File: src/hw/rtl/arp_pkg.sv
// Shared constants, types and request/response structs of the arpeggiator.
`default_nettype none

package arp_pkg;

  localparam int PITCH_SLOTS = 6;
  localparam int SLOT_W      = 3;
  localparam int PITCH_W     = 15;
  localparam int STEP_W      = 5;
  localparam int OFFSET_W    = 4;

  localparam logic [OFFSET_W-1:0] MAX_OFFSET = 4'd10;
  localparam logic [SLOT_W-1:0]   LAST_SLOT  = 3'(PITCH_SLOTS - 1);

  localparam logic signed [PITCH_W-1:0] VOLT_HI = 15'sd10000;
  localparam logic signed [PITCH_W-1:0] VOLT_LO = -15'sd10000;

  // Remainder unit: one compare-subtract per cycle, top position first.
  localparam logic [2:0] REM_TOP_SHIFT = 3'(STEP_W - 1);

  typedef logic [1:0] pattern_t;
  localparam pattern_t PAT_RIGHT      = 2'd0;
  localparam pattern_t PAT_LEFT       = 2'd1;
  localparam pattern_t PAT_RIGHT_LEFT = 2'd2;
  localparam pattern_t PAT_LEFT_RIGHT = 2'd3;

  typedef struct packed {
    logic              start;
    logic [STEP_W-1:0] dividend;
    logic [SLOT_W-1:0] divisor;
  } rem_req_t;

  typedef struct packed {
    logic              done;
    logic [STEP_W-1:0] rem;
  } rem_rsp_t;

endpackage

`default_nettype wire

File: src/hw/rtl/arp_in_if.sv
// Input channel: one clock event word with pitches, mask and pattern.
`default_nettype none

interface arp_in_if;
  logic                                 valid;
  logic                                 ready;
  logic                                 clock_connected;
  logic [2:0]                           pattern;
  logic [arp_pkg::PITCH_SLOTS-1:0]      active_mask;
  logic signed [arp_pkg::PITCH_W-1:0]   pitch_0;
  logic signed [arp_pkg::PITCH_W-1:0]   pitch_1;
  logic signed [arp_pkg::PITCH_W-1:0]   pitch_2;
  logic signed [arp_pkg::PITCH_W-1:0]   pitch_3;
  logic signed [arp_pkg::PITCH_W-1:0]   pitch_4;
  logic signed [arp_pkg::PITCH_W-1:0]   pitch_5;

  modport source (output valid, clock_connected, pattern, active_mask,
                  pitch_0, pitch_1, pitch_2, pitch_3, pitch_4, pitch_5,
                  input ready);
  modport sink   (input valid, clock_connected, pattern, active_mask,
                  pitch_0, pitch_1, pitch_2, pitch_3, pitch_4, pitch_5,
                  output ready);
endinterface

`default_nettype wire

File: src/hw/rtl/arp_out_if.sv
// Result channel: played note, its source input and end-of-cycle flag.
`default_nettype none

interface arp_out_if;
  logic                                valid;
  logic                                ready;
  logic signed [arp_pkg::PITCH_W-1:0]  note_voltage;
  logic [arp_pkg::SLOT_W-1:0]          source_number;
  logic                                end_of_cycle;

  modport source (output valid, note_voltage, source_number, end_of_cycle,
                  input ready);
  modport sink   (input valid, note_voltage, source_number, end_of_cycle,
                  output ready);
endinterface

`default_nettype wire

File: src/hw/rtl/arp_rem.sv
// Iterative remainder unit: restoring compare-subtract, one bit a cycle.
`default_nettype none

module arp_rem (
  input  logic              clk,
  input  logic              rst_n,
  input  arp_pkg::rem_req_t req,
  output arp_pkg::rem_rsp_t rsp
);

  logic [arp_pkg::STEP_W-1:0] r_r, r_nxt;
  logic [arp_pkg::SLOT_W-1:0] d_r;
  logic [2:0]                 k_r, k_nxt;
  logic                       busy_r, busy_nxt;
  logic                       done_r, done_nxt;
  logic [6:0]                 sub;
  logic                       fits;

  assign sub  = {4'b0, d_r} << k_r;
  assign fits = {2'b0, r_r} >= sub;

  always_comb begin
    r_nxt    = r_r;
    k_nxt    = k_r;
    busy_nxt = busy_r;
    done_nxt = 1'b0;
    if (req.start) begin
      r_nxt    = req.dividend;
      k_nxt    = arp_pkg::REM_TOP_SHIFT;
      busy_nxt = 1'b1;
    end else if (busy_r) begin
      if (fits) begin
        r_nxt = r_r - sub[arp_pkg::STEP_W-1:0];
      end
      if (k_r == 3'd0) begin
        busy_nxt = 1'b0;
        done_nxt = 1'b1;
      end else begin
        k_nxt = k_r - 3'd1;
      end
    end
  end

  always_ff @(posedge clk) begin
    if (!rst_n) begin
      busy_r <= 1'b0;
      done_r <= 1'b0;
      k_r    <= 3'd0;
    end else begin
      busy_r <= busy_nxt;
      done_r <= done_nxt;
      k_r    <= k_nxt;
    end
  end

  always_ff @(posedge clk) begin
    r_r <= r_nxt;
    if (req.start) begin
      d_r <= req.divisor;
    end
  end

  assign rsp.done = done_r;
  assign rsp.rem  = r_r;

endmodule

`default_nettype wire

File: src/hw/rtl/clocked_arpeggiator.sv
// Top level of the clocked arpeggiator: sequencer, held pitches, result register.
//
//   channel  | dir | handshake         | word
//   ---------+-----+-------------------+---------------------------------------------
//   in_if    | in  | valid/ready       | clock_connected, pattern, active_mask, pitch_0..5
//   out_if   | out | valid/ready       | note_voltage, source_number, end_of_cycle
//   cfg_*    | in  | cfg_wr_en         | cfg_wr_data = offset_steps
//
// A playing edge runs through capture, 5 steps of the shared remainder unit, slot latch
// and result load. A cycle start runs through capture, a scan of the pitch inputs and
// the remainder unit. A note that ends the pattern restarts at once.
// in_if.ready is high only while the sequencer is idle. The result load waits while
// the output register still holds an untaken word. rst_n is synchronous and clears
// the sequencer, the cycle state, the offset register and the output valid.
`default_nettype none

module clocked_arpeggiator (
  input  logic                             clk,
  input  logic                             rst_n,
  arp_in_if.sink                           in_if,
  arp_out_if.source                        out_if,
  input  logic                             cfg_wr_en,
  input  logic [arp_pkg::OFFSET_W-1:0]     cfg_wr_data
);

  typedef enum logic [4:0] {
    ST_IDLE = 5'b00001,
    ST_PMOD = 5'b00010,
    ST_POUT = 5'b00100,
    ST_SCAN = 5'b01000,
    ST_SMOD = 5'b10000
  } state_t;

  state_t                         state_r, state_nxt;
  logic                           running_r, running_nxt;
  arp_pkg::pattern_t              pat_r, pat_nxt;
  logic [arp_pkg::STEP_W-1:0]     step_r, step_nxt;
  logic [arp_pkg::STEP_W-1:0]     end_r, end_nxt;
  logic [arp_pkg::SLOT_W-1:0]     pitch_count_r, pitch_count_nxt;
  logic [arp_pkg::SLOT_W-1:0]     scan_r, scan_nxt;
  logic [arp_pkg::SLOT_W-1:0]     n_r, n_nxt;
  logic [arp_pkg::SLOT_W-1:0]     slot_r;
  logic [arp_pkg::OFFSET_W-1:0]   cfg_offset_r;
  logic                           out_valid_r, out_valid_nxt;
  logic signed [arp_pkg::PITCH_W-1:0] out_note_r;
  logic [arp_pkg::SLOT_W-1:0]     out_src_r;
  logic                           out_eoc_r;

  // captured input word
  logic signed [arp_pkg::PITCH_W-1:0] in_pitch_r [arp_pkg::PITCH_SLOTS];
  logic [arp_pkg::PITCH_SLOTS-1:0]    in_mask_r;
  logic [2:0]                         in_pattern_r;

  // held pitches of the running cycle
  logic signed [arp_pkg::PITCH_W-1:0] held_pitch_r [arp_pkg::PITCH_SLOTS];
  logic [arp_pkg::SLOT_W-1:0]         held_src_r   [arp_pkg::PITCH_SLOTS];

  arp_pkg::rem_req_t rem_req;
  arp_pkg::rem_rsp_t rem_rsp;

  logic                           in_acc;
  logic                           out_free;
  logic [arp_pkg::SLOT_W-1:0]     mag;
  logic signed [6:0]              diff7, absd7, t7, abst7;
  logic [arp_pkg::STEP_W-1:0]     play_div;
  logic                           done_flag;
  logic signed [arp_pkg::PITCH_W-1:0] sel_pitch, clamp_pitch;
  logic                           cur_bit;
  logic [arp_pkg::SLOT_W-1:0]     n_inc, n_final;
  logic                           scan_last;
  logic [arp_pkg::OFFSET_W-1:0]   off_sat;
  logic [arp_pkg::SLOT_W-1:0]     q3;
  logic [arp_pkg::SLOT_W-1:0]     m_start;
  logic [arp_pkg::STEP_W-1:0]     e5, off5;

  arp_rem u_rem (
    .clk   (clk),
    .rst_n (rst_n),
    .req   (rem_req),
    .rsp   (rem_rsp)
  );

  assign in_if.ready = (state_r == ST_IDLE);
  assign in_acc      = in_if.valid && in_if.ready;
  assign out_free    = !out_valid_r || out_if.ready;

  // play position before the modulo: |m-c| or |m-|m-c||
  assign mag   = pitch_count_r - 3'd1;
  assign diff7 = $signed({4'b0, mag}) - $signed({2'b0, step_r});
  assign absd7 = diff7[6] ? -diff7 : diff7;
  assign t7    = $signed({4'b0, mag}) - absd7;
  assign abst7 = t7[6] ? -t7 : t7;

  always_comb begin
    case (pat_r)
      arp_pkg::PAT_RIGHT_LEFT: play_div = abst7[arp_pkg::STEP_W-1:0];
      arp_pkg::PAT_LEFT_RIGHT: play_div = absd7[arp_pkg::STEP_W-1:0];
      default:                 play_div = step_r;
    endcase
  end

  always_comb begin
    case (pat_r)
      arp_pkg::PAT_RIGHT: done_flag = ({1'b0, step_r} + 6'd1) >= {3'b0, pitch_count_r};
      arp_pkg::PAT_LEFT:  done_flag = (step_r == '0);
      default:            done_flag = (step_r == end_r);
    endcase
  end

  assign sel_pitch = held_pitch_r[slot_r];
  always_comb begin
    if (sel_pitch > arp_pkg::VOLT_HI) begin
      clamp_pitch = arp_pkg::VOLT_HI;
    end else if (sel_pitch < arp_pkg::VOLT_LO) begin
      clamp_pitch = arp_pkg::VOLT_LO;
    end else begin
      clamp_pitch = sel_pitch;
    end
  end

  // compaction scan, one pitch input a cycle
  assign cur_bit   = in_mask_r[scan_r];
  assign n_inc     = n_r + {2'b0, cur_bit};
  assign scan_last = (scan_r == arp_pkg::LAST_SLOT);
  assign n_final   = (n_inc == '0) ? 3'd1 : n_inc;

  assign off_sat = (cfg_offset_r > arp_pkg::MAX_OFFSET) ? arp_pkg::MAX_OFFSET : cfg_offset_r;
  assign off5    = {1'b0, off_sat};
  assign q3      = rem_rsp.rem[arp_pkg::SLOT_W-1:0];
  assign m_start = pitch_count_r - 3'd1;
  assign e5      = (m_start == '0) ? 5'd1 : ({1'b0, m_start, 1'b0} - 5'd1);

  always_comb begin
    rem_req.start    = 1'b0;
    rem_req.dividend = play_div;
    rem_req.divisor  = pitch_count_r;
    if (state_r == ST_SCAN) begin
      rem_req.dividend = off5;
      rem_req.divisor  = n_final;
      rem_req.start    = scan_last;
    end else if (state_r == ST_IDLE) begin
      rem_req.start    = in_acc && in_if.clock_connected && running_r;
    end
  end

  always_comb begin
    state_nxt       = state_r;
    running_nxt     = running_r;
    pat_nxt         = pat_r;
    step_nxt        = step_r;
    end_nxt         = end_r;
    pitch_count_nxt = pitch_count_r;
    scan_nxt        = scan_r;
    n_nxt           = n_r;
    out_valid_nxt   = out_valid_r && !out_if.ready;
    case (state_r)
      ST_IDLE: begin
        if (in_acc) begin
          if (!in_if.clock_connected) begin
            running_nxt = 1'b0;
          end else if (running_r) begin
            state_nxt = ST_PMOD;
          end else begin
            scan_nxt  = '0;
            n_nxt     = '0;
            state_nxt = ST_SCAN;
          end
        end
      end
      ST_PMOD: begin
        if (rem_rsp.done) begin
          state_nxt = ST_POUT;
        end
      end
      ST_POUT: begin
        // hold until the output register frees up
        if (out_free) begin
          out_valid_nxt = 1'b1;
          step_nxt      = (pat_r == arp_pkg::PAT_LEFT) ? step_r - 5'd1 : step_r + 5'd1;
          if (done_flag) begin
            scan_nxt  = '0;
            n_nxt     = '0;
            state_nxt = ST_SCAN;
          end else begin
            state_nxt = ST_IDLE;
          end
        end
      end
      ST_SCAN: begin
        n_nxt    = n_inc;
        scan_nxt = scan_r + 3'd1;
        if (scan_last) begin
          pitch_count_nxt = n_final;
          pat_nxt         = in_pattern_r[2] ? arp_pkg::PAT_RIGHT : in_pattern_r[1:0];
          state_nxt       = ST_SMOD;
        end
      end
      ST_SMOD: begin
        if (rem_rsp.done) begin
          running_nxt = 1'b1;
          state_nxt   = ST_IDLE;
          case (pat_r)
            arp_pkg::PAT_RIGHT: begin
              step_nxt = rem_rsp.rem;
              end_nxt  = {2'b0, m_start};
            end
            arp_pkg::PAT_LEFT: begin
              step_nxt = {2'b0, m_start - q3};
              end_nxt  = '0;
            end
            default: begin
              step_nxt = off5;
              if (e5 < off5) begin
                end_nxt = off5;
              end else if (off5 != '0) begin
                end_nxt = e5 + 5'd1;
              end else begin
                end_nxt = e5;
              end
            end
          endcase
        end
      end
      default: state_nxt = ST_IDLE;
    endcase
  end

  always_ff @(posedge clk) begin
    if (!rst_n) begin
      state_r       <= ST_IDLE;
      running_r     <= 1'b0;
      pat_r         <= arp_pkg::PAT_RIGHT;
      step_r        <= '0;
      end_r         <= '0;
      pitch_count_r <= '0;
      scan_r        <= '0;
      n_r           <= '0;
      out_valid_r   <= 1'b0;
      cfg_offset_r  <= '0;
    end else begin
      state_r       <= state_nxt;
      running_r     <= running_nxt;
      pat_r         <= pat_nxt;
      step_r        <= step_nxt;
      end_r         <= end_nxt;
      pitch_count_r <= pitch_count_nxt;
      scan_r        <= scan_nxt;
      n_r           <= n_nxt;
      out_valid_r   <= out_valid_nxt;
      if (cfg_wr_en) begin
        cfg_offset_r <= cfg_wr_data;
      end
    end
  end

  always_ff @(posedge clk) begin
    if (in_acc) begin
      in_pitch_r[0] <= in_if.pitch_0;
      in_pitch_r[1] <= in_if.pitch_1;
      in_pitch_r[2] <= in_if.pitch_2;
      in_pitch_r[3] <= in_if.pitch_3;
      in_pitch_r[4] <= in_if.pitch_4;
      in_pitch_r[5] <= in_if.pitch_5;
      in_mask_r     <= in_if.active_mask;
      in_pattern_r  <= in_if.pattern;
    end
    if ((state_r == ST_PMOD) && rem_rsp.done) begin
      slot_r <= q3;
    end
    if ((state_r == ST_POUT) && out_free) begin
      out_note_r <= clamp_pitch;
      out_src_r  <= held_src_r[slot_r];
      out_eoc_r  <= done_flag;
    end
    if (state_r == ST_SCAN) begin
      if (cur_bit) begin
        held_pitch_r[n_r] <= in_pitch_r[scan_r];
        held_src_r[n_r]   <= scan_r;
      end
      // no active input: hold a single 0 mV pitch from input 0
      if (scan_last && (n_inc == '0)) begin
        held_pitch_r[0] <= '0;
        held_src_r[0]   <= '0;
      end
    end
  end

  assign out_if.valid         = out_valid_r;
  assign out_if.note_voltage  = out_note_r;
  assign out_if.source_number = out_src_r;
  assign out_if.end_of_cycle  = out_eoc_r;

endmodule

`default_nettype wire

File: src/flat_wrapper.sv
// flat-port wrapper written by rule: the top's interface ports become plain ports
module clocked_arpeggiator_flat 
  (clk, rst_n, cfg_wr_en, cfg_wr_data, in_if_valid, in_if_clock_connected, in_if_pattern, in_if_active_mask, in_if_pitch_0, in_if_pitch_1, in_if_pitch_2, in_if_pitch_3, in_if_pitch_4, in_if_pitch_5, in_if_ready, out_if_valid, out_if_note_voltage, out_if_source_number, out_if_end_of_cycle, out_if_ready);
  arp_in_if in_if_i ();
  arp_out_if out_if_i ();
  input  logic clk;
  input  logic rst_n;
  input  logic cfg_wr_en;
  input  logic [arp_pkg::OFFSET_W-1:0] cfg_wr_data;
  input wire logic [$bits(in_if_i.valid)-1:0] in_if_valid;
  input wire logic [$bits(in_if_i.clock_connected)-1:0] in_if_clock_connected;
  input wire logic [$bits(in_if_i.pattern)-1:0] in_if_pattern;
  input wire logic [$bits(in_if_i.active_mask)-1:0] in_if_active_mask;
  input wire logic [$bits(in_if_i.pitch_0)-1:0] in_if_pitch_0;
  input wire logic [$bits(in_if_i.pitch_1)-1:0] in_if_pitch_1;
  input wire logic [$bits(in_if_i.pitch_2)-1:0] in_if_pitch_2;
  input wire logic [$bits(in_if_i.pitch_3)-1:0] in_if_pitch_3;
  input wire logic [$bits(in_if_i.pitch_4)-1:0] in_if_pitch_4;
  input wire logic [$bits(in_if_i.pitch_5)-1:0] in_if_pitch_5;
  output wire logic [$bits(in_if_i.ready)-1:0] in_if_ready;
  output wire logic [$bits(out_if_i.valid)-1:0] out_if_valid;
  output wire logic [$bits(out_if_i.note_voltage)-1:0] out_if_note_voltage;
  output wire logic [$bits(out_if_i.source_number)-1:0] out_if_source_number;
  output wire logic [$bits(out_if_i.end_of_cycle)-1:0] out_if_end_of_cycle;
  input wire logic [$bits(out_if_i.ready)-1:0] out_if_ready;
  assign in_if_i.valid = in_if_valid;
  assign in_if_i.clock_connected = in_if_clock_connected;
  assign in_if_i.pattern = in_if_pattern;
  assign in_if_i.active_mask = in_if_active_mask;
  assign in_if_i.pitch_0 = in_if_pitch_0;
  assign in_if_i.pitch_1 = in_if_pitch_1;
  assign in_if_i.pitch_2 = in_if_pitch_2;
  assign in_if_i.pitch_3 = in_if_pitch_3;
  assign in_if_i.pitch_4 = in_if_pitch_4;
  assign in_if_i.pitch_5 = in_if_pitch_5;
  assign in_if_ready = in_if_i.ready;
  assign out_if_valid = out_if_i.valid;
  assign out_if_note_voltage = out_if_i.note_voltage;
  assign out_if_source_number = out_if_i.source_number;
  assign out_if_end_of_cycle = out_if_i.end_of_cycle;
  assign out_if_i.ready = out_if_ready;
  clocked_arpeggiator u_core (.clk(clk), .rst_n(rst_n), .in_if(in_if_i), .out_if(out_if_i), .cfg_wr_en(cfg_wr_en), .cfg_wr_data(cfg_wr_data));
endmodule
File: config.mk
export PLATFORM = sky130hd
export DESIGN_NAME = clocked_arpeggiator_flat
export DESIGN_NICKNAME = d
export VERILOG_FILES = /design/src/hw/rtl/arp_pkg.sv /design/src/hw/rtl/arp_in_if.sv /design/src/hw/rtl/arp_out_if.sv /design/src/hw/rtl/arp_rem.sv /design/src/hw/rtl/clocked_arpeggiator.sv /design/src/flat_wrapper.sv
export SDC_FILE = /design/constraint.sdc
export NUM_CORES = 1
export LEC_CHECK = 0
export BUFFER_PORTS_ARGS = -buffer_cell sky130_fd_sc_hd__clkbuf_2
export CORE_MARGIN = 1
export CORE_UTILIZATION = 25
export CTS_CLUSTER_DIAMETER = 50
export DETAILED_ROUTE_END_ITERATION = 6
export GPL_TIMING_DRIVEN = 0
export HOLD_SLACK_MARGIN = 0.1
export PLACE_DENSITY = 0.4
export SYNTH_ARGS = -nofsm -noshare
export SYNTH_HDL_FRONTEND = slang
export SYNTH_SLANG_ARGS = --single-unit
File: constraint.sdc
create_clock -name clk -period 6.45 [get_ports clk]
set_input_delay 0.645 -clock clk [delete_from_list [all_inputs] [get_ports clk]]
set_output_delay 0.645 -clock clk [all_outputs]
set_load 0.05 [all_outputs]
After elaboration in Yosys (flattened, before gate mapping)

Memory sizes are Yosys's and may differ from the RTL's. A register that Yosys moved wholly into a read port is not among the register bits.
Index checks and enable logic that the tools add are counted.

Register bits after elaboration: 73
Bits in writable memories: 198
Input port bits: 109
Output and inout bits: 21
Word-level logic and storage cells: 169
Memories: 3

Add/subtract/negate cells: 15
Order comparisons: 7
Equal/unequal tests: 20
Shift operators: 1
Muxes and demuxes: 65
Bitwise operators: 3
Reductions and logical operators: 33

Memories:

| name                | words | width | rd ports | clocked after memory_dff | wr ports | line                      | text |
|---|---|---|---|---|---|---|---|
| u_core.held_pitch_r | 6     | 15    | 1        | 1                        | 2        | clocked_arpeggiator.sv:55 | `logic signed [arp_pkg::PITCH_W-1:0] held_pitch_r [arp_pkg::PITCH_SLOTS];` |
| u_core.in_pitch_r   | 6     | 15    | 1        | 1                        | 6        | clocked_arpeggiator.sv:50 | `logic signed [arp_pkg::PITCH_W-1:0] in_pitch_r [arp_pkg::PITCH_SLOTS];` |
| u_core.held_src_r   | 6     | 3     | 1        | 1                        | 2        | clocked_arpeggiator.sv:56 | `logic [arp_pkg::SLOT_W-1:0] held_src_r [arp_pkg::PITCH_SLOTS];` |

Operators with widths:

| kind                                                | count |
|---|---|
| two-way mux 5 bit                                   | 16 |
| case mux 5 bit (2 select lines)                     | 4 |
| two-way mux 3 bit                                   | 12 |
| case mux 5 bit (5 select lines)                     | 1 |
| two-way mux 1 bit                                   | 20 |
| case mux 3 bit (3 select lines)                     | 2 |
| > comparator 15 bit (second input constant)         | 1 |
| less-than comparator 15 bit (second input constant) | 1 |
| two-way mux 15 bit                                  | 1 |
| two-way mux 4 bit                                   | 3 |
| != test 2 bit (second input constant)               | 6 |
| AND reduction 6 bit                                 | 2 |
| adder 5 x 1 -> 5 bit (second input constant)        | 2 |
| AND reduction 2 bit                                 | 5 |
| zero test 3 bit                                     | 3 |
| two-way mux 8 bit                                   | 1 |
| != test 2 x 1 -> 1 bit (second input constant)      | 4 |
| nonzero test 2 bit                                  | 4 |
| greater-or-equal comparator 5 x 7 -> 1 bit          | 1 |
| logical AND 1 bit                                   | 7 |
| two-way mux 7 bit                                   | 1 |
| negator 7 bit                                       | 1 |
| left shift 3 x 3 -> 7 bit                           | 1 |
| subtractor 4 x 7 -> 7 bit                           | 1 |
| other kinds (37)                                    | 44 |

Depth between registers and ports, before layout

Gate-level depths: netlist of run 1.

Depth after elaboration: 10
Gate-level depth with buffers: 18
Mapped depth without buffers: 17

By module

From an unflattened synthesis of run 1, not the netlist that was laid out.

Cells, all modules: 980
Area, all modules: 12,934.9 µm²

By module, submodules not included:

| module              | times used | cells each | area an instance (µm²) | seq. area each (µm²) |
|---|---|---|---|---|
| clocked_arpeggiator | 1          | 890        | 12,060.3               | 7,457.2 |
| arp_rem             | 1          | 90         | 874.6                  | 340.3 |

Worst setup path before layout of run 1

Ideal clock, no wire load.

Path kind: register to register
Start: register u_core.pitch_count_r[0] (netlist bit)
End: register u_core.u_rem.r_r[4] (netlist bit) (data pin)
Setup time: 259 ps
Arrival time: 4,149 ps
Data required time: 6,191 ps
Path slack: 2,042 ps
Cell stages (with the launch flop): 18
Buffers on the path: 1
Clock period less this slack: 4,408 ps
Cell sequence: dfxtp_1 -> inv_1 -> ha_1 -> xor2_1 -> ha_1 -> buf_4 -> a21oi_1 -> a21boi_0 -> mux2i_1 -> fa_1 -> inv_1 -> ha_1 -> nand3_1 -> or4b_1 -> o2111ai_1 -> mux2_2 -> mux2i_1 -> a21oi_1

Word-level cells in the longest chain between the ends: 10

Ends and longest elaborated chain:

| item                                  | line                       | text |
|---|---|---|
| start: declaration                    | clocked_arpeggiator.sv:39  | `logic [arp_pkg::SLOT_W-1:0] pitch_count_r, pitch_count_nxt;` |
| start signal: assignment              | clocked_arpeggiator.sv:246 | `pitch_count_r <= pitch_count_nxt;` |
| subtractor 3 x 1 -> 3 bit *           | clocked_arpeggiator.sv:88  | `assign mag = pitch_count_r - 3'd1;` |
| subtractor 3 x 5 -> 6 bit             | clocked_arpeggiator.sv:89  | `assign diff7 = $signed({4'b0, mag}) - $signed({2'b0, step_r});` |
| negator 7 bit                         | clocked_arpeggiator.sv:90  | `assign absd7 = diff7[6] ? -diff7 : diff7;` |
| two-way mux 7 bit                     | clocked_arpeggiator.sv:90  |  |
| subtractor 4 x 7 -> 7 bit             | clocked_arpeggiator.sv:91  | `assign t7 = $signed({4'b0, mag}) - absd7;` |
| negator 5 bit                         | clocked_arpeggiator.sv:92  | `assign abst7 = t7[6] ? -t7 : t7;` |
| two-way mux 5 bit                     | clocked_arpeggiator.sv:92  |  |
| case mux 5 bit (2 select lines) *     | clocked_arpeggiator.sv:95  | `case (pat_r)` |
| two-way mux 8 bit *                   | clocked_arpeggiator.sv:137 | `if (state_r == ST_SCAN) begin` |
| two-way mux 5 bit *                   | arp_rem.sv:27              | `if (req.start) begin` |
| named net u_core.u_rem.r_nxt, one bit | arp_rem.sv:11              | `logic [arp_pkg::STEP_W-1:0] r_r, r_nxt;` |
| end signal: assignment                | arp_rem.sv:57              | `r_r <= r_nxt;` |
| end: declaration                      | arp_rem.sv:11              |  |

The timed path passes the listed nets; every way through them passes the cells marked *.
A chain may end at the register's enable or synchronous reset.

Final worst setup path of run 1

Ends and elaborated chain as after synthesis.

==> flow_summary.json, run 1 <==
{
  "fin_crit_ps": 5620,
  "via_per_inst": 4.45,
  "crit_arrival_ps": 5890,
  "crit_buf_inv": 3,
  "synth_compound_area_share_pct": 10.2,
  "crit_slowest_cell": "xor2_1",
  "ys_seq_area_share_pct": 60.2,
  "status": "completed",
  "final.setup.worst_slack_ps": 833,
  "synthSimpleGateAreaFrac_pct": 9.44,
  "crit_family": "adder cells",
  "r2r_slack_ps": 830,
  "finalSetupViolCount": 0,
  "cpPeakStageDelay_ps": 620,
  "yosys-top-cells-area": "edfxtp_1 (51%), dfxtp_1 (9.4%), mux4_2 (4.7%), mux2i_1 (4.6%), ha_1 (3.4%)",
  "final_cells": 1876,
  "gr-usage-all-layers_pct": 12.6,
  "ir_worst_vdd_uv": 157,
  "slew_violations": 0,
  "synth_top_family_by_area": "multiplexers",
  "hold_violations": 0,
  "r2r-end": "u_core.u_rem.r_r[4]",
  "grt_pass1_wl_um": 51300,
  "die_area_mm2": 0.0527,
  "clock_sinks": 280,
  "rsz0062_at_grt": "false",
  "grt.overflow.total": 0,
  "dp_slack_ps": 853,
  "r2r_start": "u_core.pitch_count_r[0]",
  "yosys.cell_count.top_type": "edfxtp_1",
  "ys.flop_type": "edfxtp_1",
  "finalWirelength_um": 33800,
  "fin_tns_setup_ps": 0,
  "cts_resized": 0,
  "clk_path_buf_depth": 3,
  "cts-root-buf": "clkbuf_16",
  "num_vias": 8357,
  "fp-row-count": 83,
  "drt_iter0_drc": 437,
  "start_kind": "flop",
  "clk_pin_slew_ps": 60,
  "synthAdderAreaFrac_pct": 4.15,
  "synth_cell_types": 62,
  "place_congestion": 0.780,
  "synth-edff-count": 219,
  "drive_gt1_share_pct": 21.5,
  "cts_setup_buffers": 0,
  "cts_tree": "yes",
  "synth-xor-area-share_pct": 2.03,
  "syn_avg_cell_area_um2": 13.1,
  "cts_buffers": 40,
  "grt_pass1_vias": 8396,
  "setup.worst_path.class": "flop to flop",
  "synth-async-reset-ratio_pct": 0,
  "maxSlewHeadroom_pct": 23.3,
  "synth_common_cells": "edfxtp_1 (219), nor2_1 (94), nand2_1 (64), dfxtp_1 (61), mux2i_1 (60)",
  "critical_path.endpoint_type": "flop",
  "critical_path_depth": 17,
  "nets": 1313,
  "syn-instance-count": 986,
  "final_antenna_net_count": 0,
  "cp_common_cell": "ha_1",
  "crit_fanout": 10,
  "synthMuxAreaShare_pct": 11.4,
  "powerDensity_mw_per_mm2": 311,
  "synth_area_mm2": 0.0130,
  "fill_cells": 5238,
  "drc": 0,
  "hold_buffers": 0,
  "place.port_buffers": 128,
  "synth_fp_nets": 1135,
  "crit_required_ps": 6720,
  "maxCapViolations": 0,
  "die_h_um": 230,
  "yosys.area.top_type": "edfxtp_1",
  "rr_worst_depth": 17,
  "clk_latency_ps": 540,
  "min_period_over_period_pct": 87.1,
  "wl_per_cell_um": 18.0,
  "die_w_um": 230,
  "hold_class": "input port to flop",
  "dp_cells": 1802,
  "synth-seq-cells": 280,
  "hold_ws_ps": 275,
  "antenna_found_initial": 1,
  "fmax_mhz": 178,
  "core-area_mm2": 0.0513,
  "crit_path_cell_trace": "inv_1 > ha_1 > xor2_1 > ha_1 > buf_4 > a21oi_1 > a21boi_0 > mux2i_1 > fa_1 > inv_1 > ha_1 > nand3_1 > or4b_1 > o2111ai_1 > mux2_2 > mux2i_1 > a21oi_1",
  "yosysTopAreaCellShare_pct": 50.8,
  "firstDrtPassIters": 5,
  "utilization_pct": 31.1,
  "diodes": 0,
  "dpl.hpwl_um": 25000,
  "cp-endpoint": "u_core.u_rem.r_r[4]",
  "area_growth_pct": 23.2,
  "grt_max_degree": 70,
  "io_pins": 130,
  "clock_skew_ps": 21.2,
  "leakagePower_nw": 5.82,
  "start_util_pct": 25.3,
  "yosysWarningCount": 0,
  "htreeDepth": 2,
  "startpoint": "u_core.pitch_count_r[0]",
  "tightest_slew_ps": 1140
}
cell usage in the layout, fill, tap and decap left out, types with 6 or more instances in the layout:
master	count
o21a_1	6
nor2b_1	18
a31oi_1	8
buf_2	6
a21o_1	9
nor2_1	89
clkbuf_2	128
dfxtp_1	61
edfxtp_1	219
o21ai_0	43
nand2b_1	9
nand3_1	16
a211oi_1	8
nor3_1	11
o211ai_1	7
nand3b_1	8
clkbuf_16	41
mux4_1	7
clkbuf_1	39
inv_1	40
and2_1	6
a21oi_1	56
mux4_2	27
a21boi_0	12
ha_1	35
mux2i_1	60
xnor2_1	15
nand2_1	64
mux2_2	7
xor2_1	15
cell families (layout without fill, tap and decap cells):
group / count (synthesis) / after routing
buf+inv: 85 / 295
flops: 280 / 280
fa+ha+maj: 40 / 40
mux: 101 / 101
xor+xnor: 30 / 30
simple gates: 257 / 257
compound gates: 193 / 193
per-stage QoR:
| step | power, mW | area (µm²) |
|---|---|---|
| 2_1_floorplan | 2.59 | 13000 |
| 3_3_place_gp | 2.78 | 14400 |
| 3_5_place_dp | 2.78 | 14600 |
| 4_1_cts | 5.04 | 16000 |
| 5_1_grt | 5.17 | 16000 |
| 6_report | 4.97 | 16000 |
worst min-delay path by stage:
| stage | start | end | slack [ps] | cells after the start |
|---|---|---|---|---|
| 6_report | in_if_pitch_5[5] | u_core.in_pitch_r[5][5] | 280 | 1 |
| 2_1_floorplan | u_core.u_rem.busy_r | u_core.u_rem.done_r | 440 | 2 |
| 5_1_grt | in_if_pitch_5[6] | u_core.in_pitch_r[5][6] | 250 | 1 |
| 4_1_cts | in_if_pitch_5[6] | u_core.in_pitch_r[5][6] | 240 | 1 |
| 3_3_place_gp | u_core.pitch_count_r[1] | u_core.pitch_count_r[1] | 460 | 2 |
| 3_5_place_dp | u_core.pitch_count_r[1] | u_core.pitch_count_r[1] | 460 | 2 |
state kept, by name (all words and copies together) (netlist names), 5 cells and up, named ones only:
signal	flops
u_core.u_rem.r_r	5
u_core.held_src_r	18
u_core.in_pitch_r	90
u_core.held_pitch_r	90
u_core.step_r	5
u_core.out_if.note_voltage	15
u_core.in_mask_r	6
u_core.state_r	5
u_core.end_r	5
cell type report:
class	count	area, µm²	share of cell area (%)
inverters	40	150	0.941
clock inverters	24	289	1.81
flip-flops and latches	280	7800	48.9
multi-input cells	621	4830	30.3
well taps	680	851	5.33
repair buffers	136	766	4.80
clock buffers	50	1080	6.76
plain buffers	45	195	1.22
routing by layer:
metal	wire length [µm]	vias to the layer above	global-route usage (%)	part of all wire (%)
met1	17100	4052	18.7	51
met5	13	-	0	0.038
met4	563	2	3.04	1.7
met3	1580	42	2.63	4.7
li1	-	4072	-	-
met2	14500	189	18.7	43
power breakdown:
group          switching (mW)  total [mW]  internal [mW]
Sequential             0.0610        2.24           2.18
Combinational           0.306       0.494          0.188
Clock                   0.858        2.23           1.38
(Power assumes the default switching activity.)
==> run 2, diff against run 1 <==
--- a/config.mk
+++ b/config.mk
@@ -13,6 +13,8 @@
 export GPL_TIMING_DRIVEN = 0
 export HOLD_SLACK_MARGIN = 0.1
 export PLACE_DENSITY = 0.4
+export RECOVER_POWER = 100
 export SYNTH_ARGS = -nofsm -noshare
 export SYNTH_HDL_FRONTEND = slang
 export SYNTH_SLANG_ARGS = --single-unit
+export TNS_END_PERCENT = 100
==> flow_summary.json, run 2 (synthesized netlist as in run 1, its figures left out) <==
{
  "status": "finished with violations",
  "violations": "capacitance limit, slew limit",
  "crit_buf_inv": 3,
  "die_h_um": 230,
  "critical_path_depth": 17,
  "diodes": 0,
  "finalWirelength_um": 33900,
  "start_util_pct": 25.3,
  "place_congestion": 0.780,
  "holdPathStages": 1,
  "crit_slowest_cell": "dfxtp_1",
  "start_kind": "flop",
  "grt_pass1_vias": 8396,
  "maxSlewHeadroom_pct": -46.5,
  "grt_pass1_wl_um": 51300,
  "dpl.hpwl_um": 25000,
  "rr_worst_depth": 17,
  "combinationalPowerShare_pct": 9.6,
  "leakagePower_nw": 5.65,
  "tightest_slew_ps": 2200,
  "area_growth_pct": 21.6,
  "final_cell_mix": "edfxtp_1 (219), clkbuf_2 (99), nor2_1 (94), clkbuf_1 (84), nand2_1 (64)",
  "via_per_inst": 4.47,
  "antenna_found_initial": 1,
  "final_antenna_net_count": 0,
  "cpPeakStageDelay_ps": 590,
  "fin_tns_setup_ps": 0,
  "num_vias": 8378,
  "p_int_mw": 3.74,
  "firstDrtPassIters": 5,
  "hold_class": "input port to flop",
  "power_frac_clock_pct": 45.0,
  "cts_setup_buffers": 0,
  "grt.overflow.total": 0,
  "cts_buffers": 40,
  "die_area_mm2": 0.0527,
  "fp-row-count": 83,
  "die_w_um": 230,
  "reg_top3": "u_core.held_pitch_r (90), u_core.in_pitch_r (90), u_core.held_src_r (18)",
  "switchingPower_mw": 1.22,
  "htreeDepth": 2,
  "drive_gt1_share_pct": 17.0,
  "maxCapViolations": 3,
  "dp_cells": 1802,
  "fill_cells": 5280,
  "finalSetupViolCount": 0,
  "final_common_cell": "edfxtp_1",
  "fin_crit_ps": 5760,
  "cts-root-buf": "clkbuf_16",
  "powerDensity_mw_per_mm2": 315,
  "setup.worst_path.class": "flop to flop",
  "clk_latency_ps": 540,
  "slew_violations": 113,
  "seq_power_share_pct": 45.4,
  "final.setup.worst_slack_ps": 691,
  "final_cells": 1876,
  "core-area_mm2": 0.0513,
  "power.share.switching_pct": 24.6,
  "clock_skew_ps": 21.8,
  "drt_iter0_drc": 473,
  "clk_pin_slew_ps": 60,
  "min_period_over_period_pct": 89.3,
  "gr-usage-all-layers_pct": 12.6,
  "cts_resized": 0,
  "clk_path_buf_depth": 3,
  "hold_violations": 0,
  "grt_max_degree": 70,
  "wl_per_cell_um": 18.0,
  "fmax_mhz": 174,
  "critical_path.endpoint_type": "flop",
  "crit_family": "adder cells",
  "crit_arrival_ps": 6030,
  "drc": 0,
  "dp_slack_ps": 853,
  "crit_required_ps": 6720,
  "clock_sinks": 280,
  "hold_buffers": 0,
  "crit_path_cell_trace": "inv_1 > ha_1 > xor2_1 > ha_1 > clkbuf_1 > nand3b_1 > a21boi_0 > mux2i_1 > fa_1 > inv_1 > ha_1 > nand3_1 > or4b_1 > o2111ai_1 > mux2_2 > mux2i_1 > a21oi_1",
  "ir_worst_vdd_uv": 157,
  "place.port_buffers": 128,
  "io_pins": 130,
  "crit_fanout": 10,
  "cts_tree": "yes",
  "rsz0062_at_grt": "false",
  "nets": 1313,
  "cp_common_cell": "ha_1",
  "p_total_mw": 4.96
}
-- run 2: changes by cell type in the layout (fill, tap and decap cells not counted), sizes merged --
cell,before,now
clkbuf,210,226
buf,21,5
-- run 2: path summary, 6_finish.rpt --
kind	slack, ps	to	start
setup / recovery	690	u_core.u_rem.r_r[4]	u_core.pitch_count_r[0]
hold reg to reg	470	u_core.pitch_count_r[1]	u_core.pitch_count_r[1]
setup reg to reg	690	u_core.u_rem.r_r[4]	u_core.pitch_count_r[0]
hold / removal	280	u_core.in_pitch_r[5][5]	in_if_pitch_5[5]
-- run 2: layout make-up --
type / count / area (µm²) / share of cell area [%]
Tap cell: 680 / 851 / 5.40
Clock inverter: 24 / 289 / 1.83
Inverter: 40 / 150 / 0.953
Timing Repair Buffer: 136 / 634 / 4.03
Buffer: 45 / 180 / 1.14
Multi-Input combinational cell: 621 / 4770 / 30.3
Sequential cell: 280 / 7800 / 49.5
Clock buffer: 50 / 1080 / 6.86
-- run 2: power by group through the flow --
| stage | Combinational (mW) | Sequential (mW) | Clock, mW |
|---|---|---|---|
| CTS | 0.502 | 2.24 | 2.29 |
| global placement | 0.480 | 2.30 | 0 |
| floorplan | 0.325 | 2.27 | 0 |
| global route | 0.530 | 2.27 | 2.37 |
| detailed placement | 0.500 | 2.28 | 0 |
| finish | 0.476 | 2.25 | 2.23 |
-- run 2: per-stage QoR --
stage / area, µm² / hold WS [ps] / utilization, %
global placement: 14400 / 455 / 28.2
CTS: 16000 / 242 / 31.1
global route: 15800 / 245 / 30.7
floorplan: 13000 / 438 / -
detailed placement: 14600 / 464 / 28.4
finish: 15800 / 276 / 30.7
-- run 2: metal layers --
layer	share of wire (%)	vias to the layer above	routed length, µm	global-route usage, %
met5	0.038	-	13	0
met4	1.6	2	546	3.04
met3	4.8	41	1620	2.63
met2	43	193	14500	18.7
met1	51	4073	17200	18.7
li1	-	4069	-	-
==> run 3, diff against run 2 <==
--- a/config.mk
+++ b/config.mk
@@ -5,6 +5,7 @@
 export SDC_FILE = /design/constraint.sdc
 export NUM_CORES = 1
 export LEC_CHECK = 0
+export ABC_AREA = 1
 export BUFFER_PORTS_ARGS = -buffer_cell sky130_fd_sc_hd__clkbuf_2
 export CORE_MARGIN = 1
 export CORE_UTILIZATION = 25
==> flow_summary.json, run 3 <==
{
  "synth-edff-count": 219,
  "hold_class": "input port to flop",
  "clock_skew_ps": 29.4,
  "setup.worst_path.class": "flop to flop",
  "drt_iter0_drc": 503,
  "final_cell_mix": "nand2_1 (263), edfxtp_1 (219), nor2_1 (103), clkbuf_2 (93), o21ai_0 (83)",
  "ys.flop_type": "edfxtp_1",
  "place_congestion": 0.807,
  "cts-root-buf": "clkbuf_16",
  "final_common_cell": "nand2_1",
  "firstDrtPassIters": 4,
  "startpoint": "u_core.state_r[2]",
  "place.port_buffers": 129,
  "final_antenna_net_count": 0,
  "crit_fanout": 32,
  "synth_fp_nets": 1368,
  "start_util_pct": 25.5,
  "leakagePower_nw": 5.85,
  "drc": 0,
  "cts_tree": "yes",
  "wl_per_cell_um": 17.7,
  "synth_cell_types": 63,
  "critical_path.endpoint_type": "flop",
  "grt_max_degree": 33,
  "yosysWarningCount": 0,
  "antenna_found_initial": 2,
  "num_vias": 9438,
  "fin_tns_setup_ps": 0,
  "yosys.cell_count.top_type": "nand2_1",
  "powerDensity_mw_per_mm2": 330,
  "clk_latency_ps": 550,
  "maxSlewHeadroom_pct": -39.2,
  "clk_path_buf_depth": 3,
  "grt.overflow.total": 0,
  "cts_resized": 0,
  "dpl.hpwl_um": 27300,
  "r2r-end": "u_core.in_pitch_r[1][5]",
  "yosysTopAreaCellShare_pct": 51.0,
  "min_period_over_period_pct": 73.5,
  "cts_buffers": 39,
  "slew_violations": 24,
  "nets": 1550,
  "hold_buffers": 0,
  "syn_avg_cell_area_um2": 10.6,
  "die_h_um": 229,
  "grt_pass1_vias": 9428,
  "tightest_slew_ps": 2080,
  "synth-async-reset-ratio_pct": 0,
  "reg_top3": "u_core.held_pitch_r (90), u_core.in_pitch_r (90), u_core.held_src_r (18)",
  "syn-instance-count": 1219,
  "fmax_mhz": 211,
  "status": "finished with violations",
  "ir_worst_vdd_uv": 187,
  "ys_seq_area_share_pct": 60.4,
  "finalSetupViolCount": 0,
  "maxCapViolations": 3,
  "final_cells": 2104,
  "hold_violations": 0,
  "area_growth_pct": 21.3,
  "grt_pass1_wl_um": 56900,
  "rr_worst_depth": 8,
  "fill_cells": 5268,
  "start_kind": "flop",
  "rsz0062_at_grt": "false",
  "violations": "capacitance limit, slew limit",
  "via_per_inst": 4.49,
  "fin_crit_ps": 4740,
  "synth_common_cells": "nand2_1 (258), edfxtp_1 (219), nor2_1 (99), o21ai_0 (82), inv_1 (75)",
  "r2r_slack_ps": 1710,
  "dp_cells": 2032,
  "fp-row-count": 82,
  "synth_area_mm2": 0.0129,
  "cts_setup_buffers": 0,
  "io_pins": 130,
  "core-area_mm2": 0.0506,
  "crit_required_ps": 6700,
  "drive_gt1_share_pct": 16.5,
  "yosys-top-cells-area": "edfxtp_1 (51%), dfxtp_1 (9.5%), nand2_1 (7.5%), ha_1 (3.4%), o21ai_0 (3.2%)",
  "min-delay-start": "in_if_pitch_0[14]",
  "cp-endpoint": "u_core.in_pitch_r[1][5]",
  "crit_arrival_ps": 4990,
  "clock_sinks": 280,
  "die_w_um": 229,
  "finalWirelength_um": 37200,
  "htreeDepth": 2,
  "diodes": 0,
  "gr-usage-all-layers_pct": 14.3,
  "die_area_mm2": 0.0525,
  "yosys.area.top_type": "edfxtp_1",
  "holdPathStages": 1,
  "clk_pin_slew_ps": 60,
  "synth-seq-cells": 280,
  "r2r_start": "u_core.state_r[2]",
  "utilization_pct": 31.0
}
-- run 3: kinds of logic (layout without fill, tap and decap cells) --
group	Yosys count	in the layout	share of synthesized area (%)
XOR/XNOR	21	21	1.54
multiplexers	1	1	0.0873
flip-flops	280	280	60.4
buffers and inverters	140	353	4.92
AO/OA/AOI/OAI	262	262	12.4
adder cells (fa/ha/maj)	40	40	4.17
AND/OR/NAND/NOR	475	475	16.4
-- run 3: power breakdown --
group	internal, mW	switching (mW)
Combinational	0.190	0.456
Sequential	2.25	0.0703
Clock	1.35	0.852
Total	3.79	1.38
-- run 3: worst max-delay path: stages (launching register included) --
cell and delay [ps]:
dfxtp_1 320, nor2_1 140, nand2_1 90, nor3_1 490, clkinv_1 260, nor2_1 1560, clkbuf_1 1000, buf_12 290
buf_12 220
-- run 3: worst min-delay path by stage --
stage / to / slack (ps)
2_1_floorplan: u_core.held_pitch_r[0][0] / 440
3_3_place_gp: u_core.held_pitch_r[0][0] / 450
3_5_place_dp: u_core.held_pitch_r[0][5] / 460
4_1_cts: u_core.in_pitch_r[4][10] / 230
5_1_grt: u_core.in_pitch_r[4][10] / 240
6_report: u_core.in_pitch_r[0][14] / 270
-- run 3: cell type report --
| class | instances | area (µm²) | area share [%] |
|---|---|---|---|
| Buffer | 42 | 244 | 1.56 |
| Clock buffer | 49 | 1090 | 6.99 |
| Clock inverter | 23 | 255 | 1.63 |
| Inverter | 98 | 378 | 2.41 |
| Multi-Input combinational cell | 799 | 4370 | 27.9 |
| Sequential cell | 280 | 7800 | 49.8 |
| Tap cell | 672 | 841 | 5.37 |
| Timing Repair Buffer | 141 | 678 | 4.33 |
-- run 3: metrics by stage --
step	instance area [µm²]	power, mW	setup slack, ps	hold WS, ps
after CTS	15900	5.28	2060	228
after floorplan	12900	2.78	536	444
final	15700	5.17	1710	267
after detailed placement	14600	3.05	2050	457
after global placement	14400	3.05	-1400	452
after global routing	15700	5.40	1180	235
-- run 3: per-layer routing --
layer,routed length [µm],track usage [%],share of wire (%)
met4,711,4.33,1.9
met1,18800,20.5,51
met2,16200,21.7,44
met5,27,0,0.073
met3,1430,2.61,3.9
